--- src/rtl/cons_heap_with_copying_gc_assert.svh ---
// ----------------------------------------------------------------------------
// cons heap assertion macros
// shared property forms for the cons heap checks
// ----------------------------------------------------------------------------
`ifndef CONS_HEAP_WITH_COPYING_GC_ASSERT_SVH
`define CONS_HEAP_WITH_COPYING_GC_ASSERT_SVH

// same-cycle implication
`define CHGC_ASSERT_IMP(lbl, ante, cons, msg) \
  lbl: assert property (@(posedge clk_i) disable iff (!rst_ni) (ante) |-> (cons)) \
    else $error(msg);

// next-cycle implication
`define CHGC_ASSERT_NXT(lbl, ante, cons, msg) \
  lbl: assert property (@(posedge clk_i) disable iff (!rst_ni) (ante) |=> (cons)) \
    else $error(msg);

`endif

--- src/rtl/chgc_pkg.sv ---
// ----------------------------------------------------------------------------
// chgc_pkg
// types and codes shared by the cons heap controller and datapath
// ----------------------------------------------------------------------------
`default_nettype none
package chgc_pkg;
  localparam int TAG_W = 4;
  localparam int PAY_W = 32;
  localparam int VAL_W = 36;
  localparam int CFG_W = 11;
  localparam int ROOTS = 6;
  localparam int IN_W  = 96;
  localparam int OUT_W = 56;

  typedef logic [VAL_W-1:0] value_t;

  localparam logic [TAG_W-1:0] TAG_NULL   = 4'd0;
  localparam logic [TAG_W-1:0] TAG_PAIR   = 4'd1;
  localparam logic [TAG_W-1:0] TAG_BROKEN = 4'd2;

  typedef enum logic [3:0] {
    REQ_NEW     = 4'd0,
    REQ_CAR     = 4'd1,
    REQ_CDR     = 4'd2,
    REQ_SET_CAR = 4'd3,
    REQ_SET_CDR = 4'd4,
    REQ_ROOT_WR = 4'd5,
    REQ_ROOT_RD = 4'd6,
    REQ_PUSH    = 4'd7,
    REQ_POP     = 4'd8
  } req_e;

  typedef enum logic [2:0] {
    ST_OK          = 3'd0,
    ST_OOM         = 3'd1,
    ST_BAD_PAIR    = 3'd2,
    ST_STACK_EMPTY = 3'd3,
    ST_STACK_FULL  = 3'd4
  } status_e;

  typedef enum logic [3:0] {
    OP_NONE, OP_ACCEPT, OP_EXEC, OP_CAPTURE, OP_SRC_READ, OP_LOAD, OP_CHK,
    OP_RD, OP_FWD, OP_WB, OP_GC_END, OP_ALLOC, OP_EMIT
  } op_e;

  typedef enum logic [2:0] {
    TGT_ROOT, TGT_PEND, TGT_STACK, TGT_CAR, TGT_CDR
  } tgt_e;

  typedef struct packed {
    op_e  op;
    tgt_e tgt;
  } cmd_t;

  typedef struct packed {
    logic is_alloc;
    logic need_gc;
    logic mem_read;
    logic trivial;
    logic broken;
    logic no_space;
    logic roots_last;
    logic pend_last;
    logic stack_done;
    logic scan_done;
    logic out_free;
  } sts_t;
endpackage
`default_nettype wire

--- src/rtl/chgc_ctrl.sv ---
// ----------------------------------------------------------------------------
// chgc_ctrl
// request sequencer and cheney copy walker for the cons heap
// ----------------------------------------------------------------------------
`default_nettype none
module chgc_ctrl
  import chgc_pkg::*;
(
  input  wire   clk_i,
  input  wire   rst_ni,
  input  wire   in_valid_i,
  output logic  in_ready_o,
  input  sts_t  sts_i,
  output cmd_t  cmd_o
);
  typedef enum logic [11:0] {
    S_IDLE  = 12'b000000000001,
    S_EXEC  = 12'b000000000010,
    S_CAPT  = 12'b000000000100,
    S_LOAD  = 12'b000000001000,
    S_LATCH = 12'b000000010000,
    S_CHK   = 12'b000000100000,
    S_RD    = 12'b000001000000,
    S_FWD   = 12'b000010000000,
    S_WB    = 12'b000100000000,
    S_END   = 12'b001000000000,
    S_ALLOC = 12'b010000000000,
    S_EMIT  = 12'b100000000000
  } state_e;

  state_e state_q, state_d;
  tgt_e   tgt_q, tgt_d;

  always_comb begin
    state_d    = state_q;
    tgt_d      = tgt_q;
    in_ready_o = 1'b0;
    cmd_o.op   = OP_NONE;
    cmd_o.tgt  = tgt_q;
    case (state_q)
      S_IDLE: begin
        in_ready_o = 1'b1;
        if (in_valid_i) begin
          cmd_o.op = OP_ACCEPT;
          state_d  = S_EXEC;
        end
      end
      S_EXEC: begin
        cmd_o.op = OP_EXEC;
        if (sts_i.is_alloc && sts_i.need_gc) begin
          tgt_d   = TGT_ROOT;
          state_d = S_LOAD;
        end else if (sts_i.mem_read) begin
          state_d = S_CAPT;
        end else begin
          state_d = S_EMIT;
        end
      end
      S_CAPT: begin
        cmd_o.op = OP_CAPTURE;
        state_d  = S_EMIT;
      end
      S_LOAD: begin
        case (tgt_q)
          TGT_STACK: begin
            if (sts_i.stack_done) begin
              tgt_d = TGT_CAR;
            end else begin
              cmd_o.op = OP_SRC_READ;
              state_d  = S_LATCH;
            end
          end
          TGT_CAR: begin
            if (sts_i.scan_done) begin
              state_d = S_END;
            end else begin
              cmd_o.op = OP_SRC_READ;
              state_d  = S_LATCH;
            end
          end
          default: state_d = S_LATCH;
        endcase
      end
      S_LATCH: begin
        cmd_o.op = OP_LOAD;
        state_d  = S_CHK;
      end
      S_CHK: begin
        cmd_o.op = OP_CHK;
        state_d  = sts_i.trivial ? S_WB : S_RD;
      end
      S_RD: begin
        cmd_o.op = OP_RD;
        state_d  = (sts_i.broken || sts_i.no_space) ? S_WB : S_FWD;
      end
      S_FWD: begin
        cmd_o.op = OP_FWD;
        state_d  = S_WB;
      end
      S_WB: begin
        cmd_o.op = OP_WB;
        state_d  = S_LOAD;
        case (tgt_q)
          TGT_ROOT:  if (sts_i.roots_last) tgt_d = TGT_PEND;
          TGT_PEND:  if (sts_i.pend_last) tgt_d = TGT_STACK;
          TGT_CAR: begin
            tgt_d   = TGT_CDR;
            state_d = S_LATCH;
          end
          TGT_CDR:   tgt_d = TGT_CAR;
          default:   ;
        endcase
      end
      S_END: begin
        cmd_o.op = OP_GC_END;
        state_d  = S_ALLOC;
      end
      S_ALLOC: begin
        cmd_o.op = OP_ALLOC;
        state_d  = S_EMIT;
      end
      S_EMIT: begin
        if (sts_i.out_free) begin
          cmd_o.op = OP_EMIT;
          state_d  = S_IDLE;
        end
      end
      default: state_d = S_IDLE;
    endcase
  end

  always_ff @(posedge clk_i or negedge rst_ni) begin
    if (!rst_ni) begin
      state_q <= S_IDLE;
      tgt_q   <= TGT_ROOT;
    end else begin
      state_q <= state_d;
      tgt_q   <= tgt_d;
    end
  end
endmodule
`default_nettype wire

--- config.mk ---
export PLATFORM = sky130hd
export DESIGN_NAME = chgc_ctrl
export DESIGN_NICKNAME = d
export VERILOG_FILES = /design/src/rtl/cons_heap_with_copying_gc_assert.svh /design/src/rtl/chgc_pkg.sv /design/src/rtl/chgc_ctrl.sv
export SDC_FILE = /design/constraint.sdc
export NUM_CORES = 1
export LEC_CHECK = 0
export ABC_AREA = 1
export ABC_CLOCK_PERIOD_IN_PS = 1800
export BUFFER_PORTS_ARGS = -buffer_cell sky130_fd_sc_hd__clkbuf_2
export CORE_ASPECT_RATIO = 1.25
export CORE_MARGIN = 5
export CORE_UTILIZATION = 50
export CTS_BUF_LIST = sky130_fd_sc_hd__clkbuf_4 sky130_fd_sc_hd__clkbuf_8
export DETAILED_ROUTE_END_ITERATION = 8
export GPL_TIMING_DRIVEN = 0
export PLACE_DENSITY = 0.81
export SYNTH_ARGS = -nofsm -noshare
export SYNTH_HDL_FRONTEND = slang
export SYNTH_SLANG_ARGS = --single-unit
--- constraint.sdc ---
create_clock -name clk_i -period 1.8 [get_ports clk_i]
set_input_delay 0 -clock clk_i [delete_from_list [all_inputs] [get_ports clk_i]]
set_output_delay 0 -clock clk_i [all_outputs]
set_load 0.03 [all_outputs]
==> flow_summary.toml, run 1 <==
[routing]
drt_iter0_markers = 28
ant_nets = 0
wl_um = 2900
wire_per_inst_um = 14.01
via_count = 1177
dr.pass1.iters = 6
viasPerCell = 5.686
post-route-drc-count = 0

[logic_synthesis]
yosysSeqAreaShare_pct = 35.88
synthCells = 148
synth_compound_area_share_pct = 7.032
ys_types = 24
syn_area_per_cell_um2 = 7.093
synthMuxAreaShare_pct = 0
ys_ff_latch = 15
synthSimpleGateAreaFrac_pct = 48.87
yosys_warnings = 0
synth_xor_area_share_pct = 0
synth_top_family_by_area = "simple AND/OR/NAND/NOR gates"
yosys.area_share.adder_pct = 0
synth_nets = 162
syn_area_um2 = 1050

[timing]
finClkSkew_ns = 0.001733
fmaxAchievable_ghz = 0.5617
slew_violations = 0
worst_pin_slew_ns = 0.3954
setup_viol_count_final = 0
hold_viol_final = 0
max_slew_margin_pct = 73.64
hold_ws_ns = 0.09046
finalCritPeriodShare_pct = 98.91
period_needed_ns = 1.780

[grt]
grt-ovfl-total = 0
grt_pass1_wl_um = 4616
grt_pass1_vias = 1135
grt_max_degree = 16
antenna_found_initial = 0
grt_usage_pct = 18.59

[cts]
root_buffer = "clkbuf_4"
cts_made_buffers = 3
tritoncts = "yes"
clk_latency_ns = 0.28
cts.sinks = 15
htree_levels = 1
cts.clk_slew.worst_paths_ns = 0.09
cts_max_path_buffers = 2

[cells_and_area]
fillers = 162
syn_to_final_growth_pct = 29.44
drive_above_1_share_pct = 28.34
mostFrequentLayoutCells = "30 x nand2_1, 23 x inv_1, 20 x nor2_1"
antenna_cells = 0
fin_util_pct = 68.56
final_nets = 202
final_common_cell = "nand2_1"

[pwr]
p_leak_uw = 0.0007523
max-vdd-ir-drop_mv = 0.7260
p_per_area_nw_per_um2 = 1164

[die]
die_w_um = 50.99
rows = 18
core_um2 = 1982
start_util_pct = 52.97
dieArea_um2 = 3122
io_pins = 22
die_h_um = 61.23

[placed_design]
numPortBuffers = 21
place_congestion = 0.8574
hpwl_um = 2051

[worst_setup_path]
critPathKind = "reg -> out"
required_ns = 1.80
cp_cell_sequence = "nor2_4, nand2_2, nor2_4, nand4_1, nand4_1, clkbuf_4"
arrival_ns = 1.78
start_kind = "flop"
cp_max_fo = 6
cp-end-kind = "output pin"
r2r_cells = 9
r2r_slack_ns = 0.17
slowest_stage = "dfrtp_1"
crit_buf_inv = 1
critPathMaxStageDelay_ns = 0.44
critPathTopFamily = "simple AND/OR/NAND/NOR gates"
worst-path-stages = 6

[min_path]
hold_path_depth = 3
min_path_type = "in -> reg"

[job]
drv_cap = 0

[run_status]
status = "finished clean"
[cell type report]
type / instances / area [µm²] / area share, %
Clock buffer: 4 / 30.03 / 2.210
Inverter: 23 / 86.33 / 6.354
Multi-Input combinational cell: 110 / 608.1 / 44.75
Sequential cell: 15 / 376.6 / 27.72
Tap cell: 20 / 25.02 / 1.842
Timing Repair Buffer: 35 / 232.7 / 17.13
[metal layers]
metal / vias up / global-route usage, % / routed length, µm
li1: 563 / - / -
met1: 527 / 19.91 / 1091
met2: 66 / 36.17 / 1444
met3: 21 / 2.421 / 224
met4: 0 / 7.664 / 139
met5: - / 0 / 0
[through the flow]
| step | power [µW] | instance area, µm² | std cells | worst slack (ns) | TNS [ns] |
|---|---|---|---|---|---|
| floorplan | 1035 | 1050 | 148 | 0.1284 | 0 |
| global placement | 1200 | 1180 | 189 | 0.2960 | 0 |
| detailed placement | 1222 | 1180 | 189 | 0.2687 | 0 |
| CTS | 1471 | 1294 | 200 | 0.005191 | 0 |
| global route | 1683 | 1359 | 207 | -0.03480 | -0.06968 |
| finish | 1582 | 1359 | 207 | 0.01966 | 0 |
[flip-flops by register name, indices dropped and copies added, names as in the netlist]
signal / cells
tgt_q: 3
state_q: 12
[worst reg2reg max path, stage by stage (launching register included)]
cell and delay [ns]:
dfrtp_1 0.40, nor2_1 0.13, nand2_2 0.12, buf_4 0.17, nor2_4 0.17, nand2_1 0.15
nor2_1 0.21, nor2_1 0.09, nand3_1 0.07, nand2_1 0.06
[Yosys cell counts, drive strengths merged]
master  count  area [µm²]
dfstp       1       26.28
a211oi      1       7.510
o21ai       6       33.78
nand4       8       50.05
or2         1       6.260
nor2       30       166.4
nor3        8       45.04
o22ai       2       12.51
a21oi       1       5.000
nand3      13       70.07
dfrtp      14       350.3
o211ai      2       15.01
nand2      36       160.2
inv        23       86.33
nand3b      2       15.01
[where the power goes]
part | internal, µW | switching [µW] | total, µW
registers | 401 | 63.5 | 464
clock network | 101 | 108 | 209
logic | 336 | 573 | 909
total | 838 | 745 | 1580
[timing repair]
action / in CTS / in global routing
setup endpoints to repair: 3 / 4
resized for setup: 3 / 8
buffers inserted: 0 / 7
hold buffers: 7 / 0
pin swaps: 0 / 8
hold endpoints to repair: 22 / 0
[logic make-up after synthesis]
logic type / Yosys count
simple gates: 98
compound gates: 12
flops: 15
buf+inv: 23
[path summary, 6_finish.rpt]
check | start | end
setup / recovery | state_q[3]$_DFFE_PN0P_ | cmd_o[3]
hold / removal | sts_i[0] | state_q[11]$_DFFE_PN0P_
setup reg to reg | state_q[10]$_DFFE_PN0P_ | state_q[0]$_DFFE_PN1P_
hold reg to reg | state_q[8]$_DFFE_PN0P_ | state_q[10]$_DFFE_PN0P_
max in group asynchronous | rst_ni | state_q[0]$_DFFE_PN1P_
min in group asynchronous | rst_ni | state_q[7]$_DFFE_PN0P_
No activity file was read; power rests on OpenSTA's default activity.
==> inputs of run 2 (changes only) <==
==> constraint.sdc (replaced) <==
create_clock -name clk_i -period 1.8 [get_ports clk_i]
set_input_delay 0.09 -clock clk_i [delete_from_list [all_inputs] [get_ports clk_i]]
set_output_delay 0.09 -clock clk_i [all_outputs]
set_load 0.03 [all_outputs]
==> run 2 against run 1 <==
Compared with the run above: the flow now finishes with violations (negative setup slack); sequential share of layout area fell by 1.5 points; wire length increased by 5.4%; combinational power is 11% higher; global-route usage up 1.5 points; first-iteration DRC count grew 96%; largest power group unchanged; via count rose by 2.7%; maximum frequency shrank 1.3%; critical path depth rose by 2; highest routed layer unchanged; non-clock buffer count increased by 4.
==> flow_summary.toml, run 2 (synthesized netlist as in run 1, its figures left out) <==
[pwr]
p_sw_share_pct = 46.82
clkPwrFrac_pct = 12.4
comb_power_share_pct = 59.9
total_power_uw = 1688
intPower_uw = 897.5
p_seq_share_pct = 27.7
max-vdd-ir-drop_mv = 0.8579
p_leak_uw = 0.0007872
p_switching_uw = 790.3
p_per_area_nw_per_um2 = 1177

[routing]
post-route-drc-count = 0
dr.pass1.iters = 4
wl_um = 3056
via_count = 1209
ant_nets = 0
drt_iter0_markers = 55
viasPerCell = 5.730
wire_per_inst_um = 14.48

[worst_setup_path]
r2r_cells = 6
timing.rr.start = "state_q[2]$_DFFE_PN0P_"
cp_cell_sequence = "nor2_4, nand2_4, nor2_8, nand2_1, nand2_2, inv_1, nand4_1, buf_6"
cp-end-kind = "output pin"
cp_max_fo = 6
arrival_ns = 1.71
worstReg2RegEnd = "state_q[7]$_DFFE_PN0P_"
required_ns = 1.71
r2r_slack_ns = 0.05
slowest_stage = "dfrtp_1"
critPathKind = "reg -> out"
critPathMaxStageDelay_ns = 0.45
start_kind = "flop"

[die]
rows = 18
die_w_um = 50.99
core_um2 = 1982
die_h_um = 61.23
dieArea_um2 = 3122
start_util_pct = 52.97
io_pins = 22

[cts]
cts.clk_slew.worst_paths_ns = 0.09
clk_latency_ns = 0.28
cts_made_buffers = 3
root_buffer = "clkbuf_4"
tritoncts = "yes"
cts.sinks = 15
cts_max_path_buffers = 2
htree_levels = 1

[cells_and_area]
drive_above_1_share_pct = 35.08
antenna_cells = 0
mostFrequentLayoutCells = "28 x nand2_1, 22 x inv_1, 18 x nor2_1"
final_nets = 206
stdcell_count = 211
reg_top3 = "state_q (12), tgt_q (3)"
final_common_cell = "nand2_1"
regMostFlops = "state_q"
largest_register_ffs = 12
syn_to_final_growth_pct = 36.59

[timing]
setup_viol_count_final = 1
period_needed_ns = 1.805
fmaxAchievable_ghz = 0.5541
slew_violations = 0
finalCritPeriodShare_pct = 100.3
hold_viol_final = 0
grt_setup_unrepaired = "true"
finClkSkew_ns = 0.004321
worst_pin_slew_ns = 0.4071
hold_ws_ns = 0.02260
max_slew_margin_pct = 72.76
worst_slack_ns = -0.004590

[min_path]
min_path_type = "in -> reg"
holdPathEnd = "state_q[2]$_DFFE_PN0P_"
worst_hold_startpoint = "sts_i[8]"
hold_path_depth = 3

[placed_design]
hpwl_um = 2051
numPortBuffers = 21
place_congestion = 0.8574
dp.cells = 189

[grt]
grt_usage_pct = 20.06
grt-ovfl-total = 0
grt_max_degree = 16
antenna_found_initial = 0
grt_pass1_wl_um = 4988
grt_pass1_vias = 1178

[job]
drv_cap = 0

[run_status]
violations = "negative setup slack"
status = "complete, but fails checks"
-- run 2: cell types whose count changed in the layout (fill, tap and decap cells not counted), sizes merged --
cell,before,now
clkbuf,23,21
buf,9,18
dlygate4sd3,7,4
-- run 2: area by class of cell --
cell class / instances / area [µm²]
clock buffer: 4 / 30.03
fill: 149 / 548.0
inverter: 23 / 86.33
multi-input combinational: 110 / 643.1
sequential: 15 / 376.6
tap: 20 / 25.02
timing repair buffer: 39 / 272.8
-- run 2: power by group through the flow --
stage | sequential [µW] | clock (µW) | combinational, µW
2_1_floorplan | 502 | 0 | 533
3_3_place_gp | 464 | 0 | 736
3_5_place_dp | 469 | 0 | 754
4_1_cts | 463 | 210 | 919
5_1_grt | 477 | 230 | 1090
6_report | 468 | 209 | 1010
-- run 2: worst max-delay path: cells and delay by family, from the launching register on --
family / cells / cell delay [ns]
buffers and inverters: 2 / 0.21
DFF: 1 / 0.45
and+or+nand+nor: 6 / 0.79
-- run 2: layer usage --
layer	share of wire, %	track usage (%)	vias to the layer above
li1	-	-	571
met1	37	21.73	553
met2	52	38.12	66
met3	7.6	3.632	19
met4	4.2	8.029	0
met5	0	0	-
-- run 2: worst max-delay path by stage --
| stage | startpoint | to | slack [ns] | cells past startpoint |
|---|---|---|---|---|
| 2_1_floorplan | state_q[7]$_DFFE_PN0P_ | cmd_o[3] | 0.04 | 7 |
| 3_3_place_gp | state_q[8]$_DFFE_PN0P_ | cmd_o[3] | 0.21 | 8 |
| 3_5_place_dp | state_q[3]$_DFFE_PN0P_ | cmd_o[5] | 0.18 | 6 |
| 4_1_cts | state_q[5]$_DFFE_PN0P_ | cmd_o[3] | 0.005 | 8 |
| 5_1_grt | state_q[11]$_DFFE_PN0P_ | cmd_o[5] | -0.08 | 7 |
| 6_report | state_q[4]$_DFFE_PN0P_ | cmd_o[4] | -0.005 | 8 |
-- run 2: what timing repair did --
| action | in CTS | in global routing |
|---|---|---|
| hold buffers | 4 | 0 |
| setup buffers | 9 | 5 |
| endpoints found under the hold margin | 16 | 0 |
| setup endpoints to repair | 4 | 7 |
| gates resized for setup | 10 | 17 |
| pin swaps | 5 | 12 |
-- run 2: metrics by stage --
step	instance area, µm²	setup TNS (ns)	worst slack (ns)	util, %
floorplan	1050	0	0.03845	-
global placement	1180	0	0.2060	59.53
detailed placement	1180	0	0.1787	59.53
CTS	1351	0	0.004988	68.18
global route	1434	-0.2247	-0.07819	72.35
finish	1434	-0.004590	-0.004590	72.35
==> inputs of run 3 (changes only) <==
--- a/config.mk
+++ b/config.mk
@@ -7,13 +7,14 @@
 export LEC_CHECK = 0
 export ABC_AREA = 1
 export ABC_CLOCK_PERIOD_IN_PS = 1800
-export BUFFER_PORTS_ARGS = -buffer_cell sky130_fd_sc_hd__clkbuf_2
-export CORE_ASPECT_RATIO = 1.25
+export BUFFER_PORTS_ARGS = -buffer_cell sky130_fd_sc_hd__buf_2
+export CORE_ASPECT_RATIO = 0.7
 export CORE_MARGIN = 5
 export CORE_UTILIZATION = 50
 export CTS_BUF_LIST = sky130_fd_sc_hd__clkbuf_4 sky130_fd_sc_hd__clkbuf_8
 export DETAILED_ROUTE_END_ITERATION = 8
 export GPL_TIMING_DRIVEN = 0
+export MAX_ROUTING_LAYER = met4
 export PLACE_DENSITY = 0.81
 export SYNTH_ARGS = -nofsm -noshare
 export SYNTH_HDL_FRONTEND = slang
==> run 3 against run 2 <==
Compared with the run above: the flow still finishes with violations (negative setup slack); final cell count is 1.9% higher; global-route usage is 0.77 points higher; flip-flop and latch count stayed put; utilization is 2.6 points higher; worst setup slack worse by 0.034 ns; cell area is 0.35% higher; sequential power is 1% higher; die area is 0.28% higher; critical path depth stayed put; sequential share of layout area is 0.091 points lower.
==> flow_summary.toml, run 3 (synthesized netlist as in run 1, its figures left out) <==
[worst_setup_path]
timing.rr.start = "state_q[8]$_DFFE_PN0P_"
r2r_cells = 10
cp_max_fo = 4
required_ns = 1.71
arrival_ns = 1.75
start_kind = "flop"
critPathKind = "reg -> out"
cp-end-kind = "output pin"
r2r_slack_ns = 0.05
worstReg2RegEnd = "state_q[0]$_DFFE_PN1P_"

[grt]
antenna_found_initial = 0
grt_pass1_wl_um = 4988
grt-ovfl-total = 0
grt_usage_pct = 20.83
grt_pass1_vias = 1078
grt_max_degree = 16

[timing]
hold_viol_final = 0
max_slew_margin_pct = 66.58
setup_viol_count_final = 1
grt_setup_unrepaired = "true"
worst_pin_slew_ns = 0.4994
fmaxAchievable_ghz = 0.5438
slew_violations = 0
worst_slack_ns = -0.03899
finClkSkew_ns = 0.003524
finalCritPeriodShare_pct = 102.2
finalSetupTns_ns = -0.03899
period_needed_ns = 1.839

[routing]
dr.pass1.iters = 4
viasPerCell = 5.530
via_count = 1189
ant_nets = 0
wl_um = 3246
post-route-drc-count = 0
drt_iter0_markers = 151
wire_per_inst_um = 15.10

[placed_design]
hpwl_um = 2181
place_area_um2 = 1182
numPortBuffers = 21
place_congestion = 0.9528

[pwr]
max-vdd-ir-drop_mv = 0.6978
p_leak_uw = 0.0007899
p_per_area_nw_per_um2 = 1230
clkPwrFrac_pct = 11.0
intPower_uw = 936.4
p_seq_share_pct = 26.8
comb_power_share_pct = 62.2
p_sw_share_pct = 47.09
p_switching_uw = 833.3

[cells_and_area]
antenna_cells = 0
fin_area_um2 = 1439
final_common_cell = "nand2_1"
mostFrequentLayoutCells = "28 x nand2_1, 22 x inv_1, 19 x nor2_1"
largest_register_ffs = 12
fin_util_pct = 74.97
syn_to_final_growth_pct = 37.07
reg_top3 = "state_q (12), tgt_q (3)"
regMostFlops = "state_q"
drive_above_1_share_pct = 34.72
final_nets = 208

[die]
die_w_um = 64.77
io_pins = 22
rows = 13
start_util_pct = 54.69
dieArea_um2 = 3130
die_h_um = 48.34
core_um2 = 1919

[min_path]
min_path_type = "in -> reg"
hold_path_depth = 3
worst_hold_startpoint = "sts_i[8]"
holdPathEnd = "state_q[2]$_DFFE_PN0P_"

[cts]
htree_levels = 1
cts_max_path_buffers = 2
root_buffer = "clkbuf_4"
tritoncts = "yes"
cts.sinks = 15
cts_made_buffers = 3
cts.clk_slew.worst_paths_ns = 0.09
clk_latency_ns = 0.29

[job]
drv_cap = 0

[run_status]
violations = "negative setup slack"
status = "complete, but fails checks"
==> run 3: cell count changes in the layout (fill, tap and decap cells not counted), sizes merged <==
cell / change
buf: +19
clkbuf: -18
clkinv: +1
==> run 3: power groups by stage <==
| stage | combinational [µW] | sequential, µW | clock, µW |
|---|---|---|---|
| finish | 1100 | 474 | 195 |
| detailed placement | 757 | 472 | 0 |
| global placement | 737 | 466 | 0 |
| floorplan | 533 | 502 | 0 |
| CTS | 931 | 468 | 200 |
| global route | 1170 | 486 | 223 |
==> run 3: final cells by class <==
type,instances,area (µm²)
inverters,23,86.33
clock inverters,1,5.005
well taps,22,27.53
flip-flops and latches,15,376.6
fillers,133,480.5
multi-input cells,110,630.6
clock buffers,3,22.52
repair buffers,41,290.3
==> run 3: critical path: stages, from the launching register on <==
cell     delay, ns
dfrtp_1       0.41
nor2_2        0.14
nand2_2       0.14
nor3_4        0.27
inv_2         0.09
nor2_4        0.13
nor2_1        0.05
nand4_1       0.09
buf_6         0.15
==> run 3: worst max-delay path by stage <==
stage	from	to
floorplan	state_q[7]$_DFFE_PN0P_	cmd_o[3]
finish	state_q[8]$_DFFE_PN0P_	cmd_o[3]
global placement	state_q[8]$_DFFE_PN0P_	cmd_o[3]
CTS	state_q[7]$_DFFE_PN0P_	cmd_o[3]
global route	state_q[8]$_DFFE_PN0P_	cmd_o[3]
detailed placement	state_q[3]$_DFFE_PN0P_	cmd_o[5]
==> run 3: per-stage QoR <==
stage	instances	power [µW]	hold slack [ns]	setup slack [ns]
detailed placement	191	1229	0.01334	0.2023
global route	215	1878	0.01361	-0.1352
CTS	204	1600	0.02661	0.006721
floorplan	148	1035	-0.2056	0.03845
finish	215	1770	0.03515	-0.03899
global placement	191	1203	0.005120	0.2496
==> run 3: repair_timing <==
item,4_1_cts,5_1_grt
endpoints found under the hold margin,17,0
endpoints found under the setup margin,4,4
buffers inserted,5,11
hold buffers,4,0
pin swaps,6,13
gates resized for setup,8,14
==> run 3: layer usage <==
metal	routed length, µm	share of wire, %	GRT usage, %	vias up
met3	257	7.9	5.530	4
met2	1609	50	33.62	56
met5	0	0	-	-
met1	1347	41	26.84	556
met4	31	0.96	2.807	0
li1	-	-	-	573
